$ cat config.mk
export PLATFORM = sky130hd
export DESIGN_NAME = lowest_free_id_allocator_flat
export DESIGN_NICKNAME = d
export VERILOG_FILES = /design/src/rtl/lfa_pkg.sv /design/src/rtl/lfa_ifs.sv /design/src/rtl/lfa_ram.sv /design/src/rtl/lfa_ctrl.sv /design/src/rtl/lfa_dp.sv /design/src/rtl/lowest_free_id_allocator.sv /design/src/flat_wrapper.sv
export SDC_FILE = /design/constraint.sdc
export NUM_CORES = 2
export LEC_CHECK = 0
export BUFFER_PORTS_ARGS = -buffer_cell sky130_fd_sc_hd__buf_4
export CORE_ASPECT_RATIO = 1.75
export CORE_MARGIN = 2
export CORE_UTILIZATION = 50
export CTS_BUF_LIST = sky130_fd_sc_hd__clkbuf_16
export DETAILED_ROUTE_END_ITERATION = 8
export PLACE_DENSITY = 0.61
export SETUP_SLACK_MARGIN = 0.4
export SLEW_MARGIN = 25
export SYNTH_ARGS = -nofsm -noshare
export SYNTH_HDL_FRONTEND = slang
export SYNTH_SLANG_ARGS = --single-unit
$ cat constraint.sdc
create_clock -name clock -period 7.4 [get_ports clock]
set_input_delay 0.74 -clock clock [delete_from_list [all_inputs] [get_ports clock]]
set_output_delay 0.74 -clock clock [all_outputs]
set_load 0.01 [all_outputs]
$ cat src/rtl/lfa_pkg.sv
// Shared constants, request/response codes and control types for the
// lowest-free identifier allocator. No dependencies.
`default_nettype none
package lfa_pkg;

   localparam int NUM_PIDS   = 128;
   localparam int OWNER_BITS = 16;

   localparam int PID_W   = 16;
   localparam int CNT_OUT_W = 8;
   localparam int IDX_W   = (NUM_PIDS > 1) ? $clog2(NUM_PIDS) : 1;
   localparam int CNT_W   = $clog2(NUM_PIDS + 1);

   // free search runs over groups of eight entries
   localparam int GRP_W    = 8;
   localparam int LOC_W    = 3;
   localparam int NUM_GRPS = (NUM_PIDS + GRP_W - 1) / GRP_W;
   localparam int GSEL_W   = (NUM_GRPS > 1) ? $clog2(NUM_GRPS) : 1;
   localparam int PAD_W    = NUM_GRPS * GRP_W;

   typedef enum logic {
      REQ_ALLOC   = 1'b0,
      REQ_RELEASE = 1'b1
   } lfa_req_type;

   typedef enum logic [1:0] {
      STATUS_OK       = 2'd0,
      STATUS_FULL     = 2'd1,
      STATUS_NOT_HELD = 2'd2
   } lfa_status_type;

   typedef enum logic [1:0] {
      ST_IDLE,
      ST_EVAL,
      ST_DONE
   } lfa_state_type;

   // controller -> datapath
   typedef struct packed {
      logic capture;
      logic eval;
      logic commit;
   } lfa_cmd_type;

   // datapath -> controller
   typedef struct packed {
      logic out_free;
   } lfa_sts_type;

endpackage
`default_nettype wire

$ cat src/rtl/lfa_ifs.sv
// Valid/ready channel interfaces: request, response and register write.
// Depends on lfa_pkg.
`default_nettype none
interface lfa_req_if;
   logic                      valid;
   logic                      ready;
   logic                      req_type;
   logic [lfa_pkg::PID_W-1:0] owner_id;
   logic [lfa_pkg::PID_W-1:0] pid_in;
   modport source (output valid, req_type, owner_id, pid_in, input ready);
   modport sink   (input valid, req_type, owner_id, pid_in, output ready);
endinterface

interface lfa_rsp_if;
   logic                          valid;
   logic                          ready;
   logic [1:0]                    status;
   logic [lfa_pkg::PID_W-1:0]     pid_out;
   logic [lfa_pkg::PID_W-1:0]     released_owner;
   logic [lfa_pkg::CNT_OUT_W-1:0] in_use_count;
   modport source (output valid, status, pid_out, released_owner, in_use_count,
                   input ready);
   modport sink   (input valid, status, pid_out, released_owner, in_use_count,
                   output ready);
endinterface

interface lfa_csr_if;
   logic                      valid;
   logic                      ready;
   logic [lfa_pkg::PID_W-1:0] data;
   modport source (output valid, data, input ready);
   modport sink   (input valid, data, output ready);
endinterface
`default_nettype wire

$ cat src/rtl/lfa_ram.sv
// Generic single-write, single-read RAM with registered read data.
// No dependencies.
`default_nettype none
module lfa_ram #(
   parameter int WIDTH = 16,
   parameter int DEPTH = 128
) (
   input  wire logic                      clock,
   input  wire logic                      wr_en,
   input  wire logic [$clog2(DEPTH)-1:0] wr_addr,
   input  wire logic [WIDTH-1:0]          wr_data,
   input  wire logic                      rd_en,
   input  wire logic [$clog2(DEPTH)-1:0] rd_addr,
   output      logic [WIDTH-1:0]          rd_data
);
   logic [WIDTH-1:0] mem_ff [DEPTH];
   logic [WIDTH-1:0] rd_data_ff;

   always_ff @(posedge clock) begin
      if (wr_en) begin
         mem_ff[wr_addr] <= wr_data;
      end
      if (rd_en) begin
         rd_data_ff <= mem_ff[rd_addr];
      end
   end

   assign rd_data = rd_data_ff;
endmodule
`default_nettype wire

$ cat src/rtl/lfa_ctrl.sv
// Allocator controller: sequences capture, evaluation and commit.
// Depends on lfa_pkg.
`default_nettype none
module lfa_ctrl (
   input  wire logic                 clock,
   input  wire logic                 reset,
   input  wire logic                 req_valid,
   output      logic                 req_ready,
   input  wire lfa_pkg::lfa_sts_type sts,
   output      lfa_pkg::lfa_cmd_type cmd
);
   import lfa_pkg::*;

   lfa_state_type state_ff, state_in;

   always_ff @(posedge clock) begin
      if (reset) begin
         state_ff <= ST_IDLE;
      end else begin
         state_ff <= state_in;
      end
   end

   always_comb begin
      state_in = state_ff;
      unique case (state_ff)
         ST_IDLE: if (req_valid) state_in = ST_EVAL;
         ST_EVAL: state_in = ST_DONE;
         ST_DONE: if (sts.out_free) state_in = ST_IDLE;
         default: state_in = ST_IDLE;
      endcase
   end

   always_comb begin
      req_ready   = 1'b0;
      cmd         = '0;
      unique case (state_ff)
         ST_IDLE: begin
            req_ready   = 1'b1;
            cmd.capture = req_valid;
         end
         ST_EVAL: cmd.eval = 1'b1;
         ST_DONE: cmd.commit = sts.out_free;
         default: ;
      endcase
   end

   a_commit_in_done: assert property (@(posedge clock) disable iff (reset)
      cmd.commit |=> state_ff == ST_IDLE)
      else $error("commit did not return to idle");
   a_eval_follows_capture: assert property (@(posedge clock) disable iff (reset)
      cmd.capture |=> cmd.eval)
      else $error("evaluation did not follow capture");
   a_ready_only_idle: assert property (@(posedge clock) disable iff (reset)
      (cmd.eval || state_ff == ST_DONE) |-> !req_ready)
      else $error("request taken while busy");
endmodule
`default_nettype wire

$ cat src/rtl/lfa_dp.sv
// Allocator datapath: held bitmap, grouped free search, owner RAM, count and
// response register. Depends on lfa_pkg, lfa_ifs and lfa_ram.
`default_nettype none
module lfa_dp (
   input  wire logic                 clock,
   input  wire logic                 reset,
   lfa_req_if.sink                   req_chan,
   lfa_rsp_if.source                 rsp_chan,
   lfa_csr_if.sink                   csr_chan,
   input  wire lfa_pkg::lfa_cmd_type cmd,
   output      lfa_pkg::lfa_sts_type sts
);
   import lfa_pkg::*;

   logic [PID_W-1:0]      pid_base_ff;
   logic                  req_type_ff;
   logic [PID_W-1:0]      owner_ff;
   logic [PID_W-1:0]      pid_in_ff;

   logic [NUM_PIDS-1:0]   held_ff, held_in;
   logic [CNT_W-1:0]      count_ff, count_in;

   logic [NUM_GRPS-1:0]   grp_free_ff, grp_free_in;
   logic [LOC_W-1:0]      grp_loc_ff [NUM_GRPS];
   logic [LOC_W-1:0]      grp_loc_in [NUM_GRPS];
   logic                  rel_hit_ff, rel_hit_in;

   logic [PAD_W-1:0]      free_pad;
   logic [PID_W-1:0]      rel_diff;
   logic [IDX_W-1:0]      rel_idx;
   logic                  rel_in_range;
   logic [GSEL_W-1:0]     gsel;
   logic [IDX_W-1:0]      alloc_idx;
   logic                  alloc_found;
   logic                  is_release;
   logic                  out_free;

   logic                  rsp_valid_ff, rsp_valid_in;
   lfa_status_type        status_ff, status_in;
   logic [PID_W-1:0]      pid_out_ff, pid_out_in;
   logic [PID_W-1:0]      rel_owner_ff, rel_owner_in;

   logic                  ram_wr_en;
   logic [OWNER_BITS-1:0] ram_rd_data;

   assign csr_chan.ready = 1'b1;
   assign is_release     = (req_type_ff == REQ_RELEASE);

   always_ff @(posedge clock) begin
      if (reset) begin
         pid_base_ff <= '0;
      end else if (csr_chan.valid) begin
         pid_base_ff <= csr_chan.data;
      end
   end

   always_ff @(posedge clock) begin
      if (cmd.capture) begin
         req_type_ff <= req_chan.req_type;
         owner_ff    <= req_chan.owner_id;
         pid_in_ff   <= req_chan.pid_in;
      end
   end

   // release lookup
   assign rel_diff     = pid_in_ff - pid_base_ff;
   assign rel_idx      = rel_diff[IDX_W-1:0];
   assign rel_in_range = (rel_diff < PID_W'(NUM_PIDS));

   // first level of free search: lowest free entry within each group
   assign free_pad = PAD_W'(~held_ff);

   always_comb begin
      for (int g = 0; g < NUM_GRPS; g++) begin
         grp_free_in[g] = |free_pad[g*GRP_W +: GRP_W];
         grp_loc_in[g]  = '0;
         for (int b = GRP_W - 1; b >= 0; b--) begin
            if (free_pad[g*GRP_W + b]) grp_loc_in[g] = LOC_W'(b);
         end
      end
      rel_hit_in = rel_in_range && held_ff[rel_idx];
   end

   always_ff @(posedge clock) begin
      if (cmd.eval) begin
         grp_free_ff <= grp_free_in;
         grp_loc_ff  <= grp_loc_in;
         rel_hit_ff  <= rel_hit_in;
      end
   end

   // second level: lowest group with a free entry
   always_comb begin
      gsel = '0;
      for (int g = NUM_GRPS - 1; g >= 0; g--) begin
         if (grp_free_ff[g]) gsel = GSEL_W'(g);
      end
      alloc_found = |grp_free_ff;
      alloc_idx   = IDX_W'({gsel, grp_loc_ff[gsel]});
   end

   lfa_ram #(
      .WIDTH (OWNER_BITS),
      .DEPTH (NUM_PIDS)
   ) u_owner_ram (
      .clock   (clock),
      .wr_en   (ram_wr_en),
      .wr_addr (alloc_idx),
      .wr_data (OWNER_BITS'(owner_ff)),
      .rd_en   (cmd.eval),
      .rd_addr (rel_idx),
      .rd_data (ram_rd_data)
   );

   assign ram_wr_en = cmd.commit && !is_release && alloc_found;

   // commit: bitmap, count and response
   assign out_free     = !rsp_valid_ff || rsp_chan.ready;
   assign sts.out_free = out_free;

   always_comb begin
      held_in      = held_ff;
      count_in     = count_ff;
      status_in    = status_ff;
      pid_out_in   = pid_out_ff;
      rel_owner_in = rel_owner_ff;
      rsp_valid_in = rsp_valid_ff && !rsp_chan.ready;
      if (cmd.commit) begin
         rsp_valid_in = 1'b1;
         pid_out_in   = '0;
         rel_owner_in = '0;
         if (is_release) begin
            if (rel_hit_ff) begin
               held_in[rel_idx] = 1'b0;
               count_in         = count_ff - CNT_W'(1);
               rel_owner_in     = PID_W'(ram_rd_data);
               status_in        = STATUS_OK;
            end else begin
               status_in = STATUS_NOT_HELD;
            end
         end else begin
            if (alloc_found) begin
               held_in[alloc_idx] = 1'b1;
               count_in           = count_ff + CNT_W'(1);
               pid_out_in         = pid_base_ff + PID_W'(alloc_idx);
               status_in          = STATUS_OK;
            end else begin
               status_in = STATUS_FULL;
            end
         end
      end
   end

   always_ff @(posedge clock) begin
      if (reset) begin
         held_ff      <= '0;
         count_ff     <= '0;
         rsp_valid_ff <= 1'b0;
      end else begin
         held_ff      <= held_in;
         count_ff     <= count_in;
         rsp_valid_ff <= rsp_valid_in;
      end
   end

   always_ff @(posedge clock) begin
      status_ff    <= status_in;
      pid_out_ff   <= pid_out_in;
      rel_owner_ff <= rel_owner_in;
   end

   assign rsp_chan.valid          = rsp_valid_ff;
   assign rsp_chan.status         = status_ff;
   assign rsp_chan.pid_out        = pid_out_ff;
   assign rsp_chan.released_owner = rel_owner_ff;
   assign rsp_chan.in_use_count   = CNT_OUT_W'(count_ff);

   a_count_matches_bitmap: assert property (@(posedge clock) disable iff (reset)
      count_ff == CNT_W'($countones(held_ff)))
      else $error("held count out of step with bitmap");
   a_commit_needs_room: assert property (@(posedge clock) disable iff (reset)
      cmd.commit |-> out_free)
      else $error("response overwritten");
   a_commit_gives_rsp: assert property (@(posedge clock) disable iff (reset)
      cmd.commit |=> rsp_valid_ff)
      else $error("commit gave no response");
   a_full_only_when_full: assert property (@(posedge clock) disable iff (reset)
      (cmd.commit && !is_release && !alloc_found) |-> (&held_ff))
      else $error("full reported with a free entry");
endmodule
`default_nettype wire

$ cat src/rtl/lowest_free_id_allocator.sv
// Top level of the lowest-free identifier allocator: controller plus datapath.
// Depends on lfa_pkg, lfa_ifs, lfa_ctrl and lfa_dp.
//
//   channel    dir  handshake          carries
//   req_chan   in   valid/ready        req_type, owner_id, pid_in
//   rsp_chan   out  valid/ready        status, pid_out, released_owner,
//                                      in_use_count
//   csr_chan   in   valid/ready (=1)   data -> pid_base
//
// Each request passes through three steps: accept, group-wise free search and owner
// RAM read, then commit into the response register. The owner RAM's
// registered read and the two-level free search call for the middle step.
// A new request is taken while a response waits; commit then holds until
// the response register empties.
// Synchronous reset clears the held bitmap, count and pid_base; no clearing
// pass is needed since owners are only read from held entries.
`default_nettype none
module lowest_free_id_allocator (
   input  wire logic clock,
   input  wire logic reset,
   lfa_req_if.sink   req_chan,
   lfa_rsp_if.source rsp_chan,
   lfa_csr_if.sink   csr_chan
);
   import lfa_pkg::*;

   lfa_cmd_type cmd;
   lfa_sts_type sts;
   logic        ctrl_ready;

   // request side: the controller owns ready
   lfa_req_if req_int ();

   assign req_int.valid    = req_chan.valid;
   assign req_int.req_type = req_chan.req_type;
   assign req_int.owner_id = req_chan.owner_id;
   assign req_int.pid_in   = req_chan.pid_in;
   assign req_int.ready    = ctrl_ready;
   assign req_chan.ready   = req_int.ready;

   lfa_ctrl u_ctrl (
      .clock     (clock),
      .reset     (reset),
      .req_valid (req_int.valid),
      .req_ready (ctrl_ready),
      .sts       (sts),
      .cmd       (cmd)
   );

   lfa_dp u_dp (
      .clock    (clock),
      .reset    (reset),
      .req_chan (req_int),
      .rsp_chan (rsp_chan),
      .csr_chan (csr_chan),
      .cmd      (cmd),
      .sts      (sts)
   );

   // at most one request in flight
   a_no_accept_while_busy: assert property (@(posedge clock) disable iff (reset)
      (req_chan.valid && req_chan.ready) |=> !req_chan.ready)
      else $error("back-to-back accept");
endmodule
`default_nettype wire

$ cat src/flat_wrapper.sv
// flat-port wrapper written by rule: the top's interface ports become plain ports
module lowest_free_id_allocator_flat import lfa_pkg::*;
  (clock, reset, req_chan_valid, req_chan_req_type, req_chan_owner_id, req_chan_pid_in, req_chan_ready, rsp_chan_valid, rsp_chan_status, rsp_chan_pid_out, rsp_chan_released_owner, rsp_chan_in_use_count, rsp_chan_ready, csr_chan_valid, csr_chan_data, csr_chan_ready);
  lfa_req_if req_chan_i ();
  lfa_rsp_if rsp_chan_i ();
  lfa_csr_if csr_chan_i ();
  input  wire logic clock;
  input  wire logic reset;
  input wire logic [$bits(req_chan_i.valid)-1:0] req_chan_valid;
  input wire logic [$bits(req_chan_i.req_type)-1:0] req_chan_req_type;
  input wire logic [$bits(req_chan_i.owner_id)-1:0] req_chan_owner_id;
  input wire logic [$bits(req_chan_i.pid_in)-1:0] req_chan_pid_in;
  output wire logic [$bits(req_chan_i.ready)-1:0] req_chan_ready;
  output wire logic [$bits(rsp_chan_i.valid)-1:0] rsp_chan_valid;
  output wire logic [$bits(rsp_chan_i.status)-1:0] rsp_chan_status;
  output wire logic [$bits(rsp_chan_i.pid_out)-1:0] rsp_chan_pid_out;
  output wire logic [$bits(rsp_chan_i.released_owner)-1:0] rsp_chan_released_owner;
  output wire logic [$bits(rsp_chan_i.in_use_count)-1:0] rsp_chan_in_use_count;
  input wire logic [$bits(rsp_chan_i.ready)-1:0] rsp_chan_ready;
  input wire logic [$bits(csr_chan_i.valid)-1:0] csr_chan_valid;
  input wire logic [$bits(csr_chan_i.data)-1:0] csr_chan_data;
  output wire logic [$bits(csr_chan_i.ready)-1:0] csr_chan_ready;
  assign req_chan_i.valid = req_chan_valid;
  assign req_chan_i.req_type = req_chan_req_type;
  assign req_chan_i.owner_id = req_chan_owner_id;
  assign req_chan_i.pid_in = req_chan_pid_in;
  assign req_chan_ready = req_chan_i.ready;
  assign rsp_chan_valid = rsp_chan_i.valid;
  assign rsp_chan_status = rsp_chan_i.status;
  assign rsp_chan_pid_out = rsp_chan_i.pid_out;
  assign rsp_chan_released_owner = rsp_chan_i.released_owner;
  assign rsp_chan_in_use_count = rsp_chan_i.in_use_count;
  assign rsp_chan_i.ready = rsp_chan_ready;
  assign csr_chan_i.valid = csr_chan_valid;
  assign csr_chan_i.data = csr_chan_data;
  assign csr_chan_ready = csr_chan_i.ready;
  lowest_free_id_allocator u_core (.clock(clock), .reset(reset), .req_chan(req_chan_i), .rsp_chan(rsp_chan_i), .csr_chan(csr_chan_i));
endmodule
==> out/results.tsv <==
stage	metric	value	unit
floorplan	die area	193000	um^2
worst_setup_path	critical path cell sequence	inv_1 > ha_4 > inv_1 > fa_4 > buf_12 > buf_4 > mux4_2 > a2111oi_0 > a311oi_1 > a211oi_1 > a211oi_1 > a31o_2	
grt	largest net degree at the start of global routing	129	
worst_setup_path	WP buf/inv	4	
sta	Highest Clock Rate	168	MHz
grt	routing usage on met1	39.5	%
sta	RSZ-0062 raised after global routing	no	
grt	GRT Total Usage	33.4	%
synthesis	ranking of synthesized cells by area	edfxtp_1 70%, mux4_2 4.8%, dfxtp_1 3.3%	
floorplan	Core Area	188000	um^2
synthesis	Post-synth ARST share	0	%
synthesis	warning count from the yosys run	0	
synthesis	synthesis-stage register bit count	2351	
sta	Final period util	80.4	%
worst_setup_path	critical path arrival	6.58	ns
synthesis	Avg Inst Size Synth	15.4	um^2
final_layout	commonest non-fill, non-tap cell in the layout	edfxtp_1	
worst_setup_path	Worst path max stage delay	1.28	ns
worst_setup_path	Critical-path top delay cell	fa_4	
placement	Post-DP HPWL	201000	um
sta	fin crit period	5.95	ns
placement	Area after DPL	100000	um^2
clock_network	htree depth	4	
synthesis	Unique masters post-synth	86	
final_layout	fillers	14700	
clock_network	hold buffers post-CTS	0	
synthesis	post-synthesis cell area	94700	um^2
synthesis	Post-synth top flop	edfxtp_1	
worst_setup_path	Crit path max-delay family	compound AO/OA/AOI/OAI gates	
detailed_routing	DRC	0	
floorplan	I/O pins	99	
grt	first-pass GRT wire length	454000	um
sta	Final Hold Vio Count	0	
synthesis	Synth Instances	6169	
final_layout	final net count	6425	
sta	setup violators final	0	
floorplan	Die Height	580	um
final_layout	Layout Area Growth over Synthesis	12.5	%
sta	slew margin rel.	16.3	%
synthesis	Yosys top cell by area	edfxtp_1	
detailed_routing	drt initial violations	8030	
detailed_routing	Routed Antenna Nets	0	
worst_setup_path	startpoint type of the worst setup path	flip-flop	
synthesis	Synth top area share	69.6	%
detailed_routing	Initial DRT Pass Iterations	7	
power_and_ir_drop	Leakage	34.0	nW
hold_path	Worst Hold Class	in2reg	
synthesis	number of synthesized flops with an enable pin	2196	
clock_network	Max Root-Sink Buffers	4	
clock_network	PostCTS Resize Cnt	0	
placement	gpl congestion	0.954	
final_layout	most frequent cells in the layout	2,196 x edfxtp_1, 638 x nand2_1, 366 x buf_4	
detailed_routing	WL final	325000	um
clock_network	Num Clock Sinks	2351	
grt	M2 GR Usage	54.5	%
synthesis	register area share after synthesis	72.9	%
final_layout	fin area	107000	um^2
detailed_routing	vias post-DR	60300	
detailed_routing	vias per cell	6.74	
clock_network	Post-CTS Setup Bufs	0	
detailed_routing	routed len/inst	36.4	um
grt	gr busiest metal	met2	
run_status	status	finished, final reports clean	
grt	grt ovf	0	
grt	M3 GR Usage	5.97	%
grt	vias in the first global route	58700	
worst_setup_path	Worst EP required	8.03	ns
sta	TNS Setup	0	ns
worst_setup_path	CP max FO	35	
floorplan	Die Wd	333	um
clock_network	clk_lat worst skew	0.88	ns
grt	initial antenna violation count	9	
run	max cap viols	0	
worst_setup_path	worst setup path class	reg2reg	
power_and_ir_drop	Power per Cell Area	282	nW/um^2
placement	Port Buffer Count	97	
clock_network	clk slew on worst S/H paths	0.06	ns
clock_network	TritonCTS clock tree	yes	
sta	max-slew violation count	0	
clock_network	Clock Tree Root	clkbuf_16	
clock_network	CTS buffer count	208	
placement	pre-CTS setup slack	1.48	ns
sta	worst slew pin tran	1.22	ns
floorplan	row count	211	
final_layout	Final Util	56.5	%
final_layout	layout cells sized above 1	17.5	%
sta	final clock skew	0.0524	ns
floorplan	Initial Util	50.3	%
power_and_ir_drop	Peak supply drop	192	uV
synthesis	Post-Syn Nets	6255	
sta	final worst setup slack	1.45	ns
worst_setup_path	crit end category	flip-flop	
[synth_stat cells (all sizes together), types with 7 or more instances]
cell and n:
a31o 8, clkbuf 278, mux4 204, o32ai 8, inv 56, a221o 17, o22ai 65, ha 29
nand2 643, a2111oi 41, nor2 261, a41oi 7, a32oi 14, mux2i 223, o211ai 95, or3 46
a211oi 30, a31oi 114, nor3 110, nor4 44, a21boi 20, buf 164, a311oi 41, dfxtp 155
a22oi 21, a311o 15, o21ai 337, and3 54, xor2 9, nand3 166, nand4 21, edfxtp 2196
nor2b 11, o221ai 29, mux2 72, a222oi 23, nand2b 14, xnor2 13, a221oi 112, a21oi 279
o311ai 66
[sequential cells by signal, summed over array words and instances, names as in the netlist, 16 cells and up]
name,cells
u_core.u_dp.grp_free_ff,16
u_core.u_dp.grp_loc_ff,48
u_core.u_dp.held_ff,128
u_core.u_dp.owner_ff,16
u_core.u_dp.pid_base_ff,16
u_core.u_dp.pid_in_ff,16
u_core.u_dp.rsp_chan.pid_out,16
u_core.u_dp.rsp_chan.released_owner,16
u_core.u_dp.u_owner_ram.mem_ff,2048
u_core.u_dp.u_owner_ram.rd_data,16
[layout make-up]
class / instances / area (um^2) / area share, %
Multi-Input combinational cell: 3320 / 24500 / 23.0
Timing Repair Buffer: 402 / 3420 / 3.21
Inverter: 56 / 221 / 0.208
Clock buffer: 210 / 5260 / 4.93
Tap cell: 2449 / 3060 / 2.87
Antenna cell: 5 / 12.5 / 0.0117
Clock inverter: 154 / 1040 / 0.976
Sequential cell: 2351 / 69000 / 64.8
[logic make-up (layout without fill, tap and decap cells)]
kind of cell             Yosys count  after routing  share of synthesized area, %
other                              1              6                       0.00396
flip-flops                      2351           2351                          72.9
adder cells (fa/ha/maj)           32             32                         0.446
XOR/XNOR                          22             22                         0.203
multiplexers                     499            499                          8.06
AO/OA/AOI/OAI                   1377           1377                          9.74
buffers and inverters            498            822                          2.14
AND/OR/NAND/NOR                 1389           1389                          6.52
[power breakdown]
group          internal (W)  switching (W)  total, W
Combinational       0.00137        0.00363   0.00500
Sequential           0.0146      0.0000423    0.0147
Clock               0.00558        0.00484    0.0104
Total                0.0216        0.00852    0.0301
[through the flow]
stage,hold WS (ns),cells,total power [W]
6_report,0.0431,8947,0.0301
5_1_grt,0.0203,8943,0.0307
4_1_cts,0.00905,8939,0.0300
3_5_place_dp,0.483,8575,0.0198
3_3_place_gp,0.466,8572,0.0197
2_1_floorplan,0.460,6169,0.0174
[worst register-to-register path: cells and delay by family, from the launching register on]
family / cells / cell delay, ns
AOI/OAI and AO/OA: 5 / 2.33
adders and majority gates: 2 / 1.42
buffers and inverters: 4 / 1.01
DFF: 1 / 0.37
muxes: 1 / 0.56
[routing by layer]
layer | part of all wire, % | routed length, um
met1 | 34 | 110000
met2 | 48 | 158000
met3 | 8.8 | 28700
met4 | 8.9 | 28900
met5 | 0.0095 | 31
[path summary, 6_finish.rpt]
path	cells past startpoint	slack (ns)	startpoint	endpoint
setup / recovery	12	1.45	u_core.u_dp.pid_in_ff[0]$_DFFE_PP_	u_core.u_dp.u_owner_ram.rd_data[2]$_DFFE_PN_
setup reg to reg	12	1.45	u_core.u_dp.pid_in_ff[0]$_DFFE_PP_	u_core.u_dp.u_owner_ram.rd_data[2]$_DFFE_PN_
hold reg to reg	2	0.48	u_core.u_dp.rsp_chan.in_use_count[7]$_SDFFE_PP0P_	u_core.u_dp.rsp_chan.in_use_count[7]$_SDFFE_PP0P_
hold / removal	1	0.04	req_chan_owner_id[0]	u_core.u_dp.owner_ff[0]$_DFFE_PP_
(Power assumes the default switching activity.)
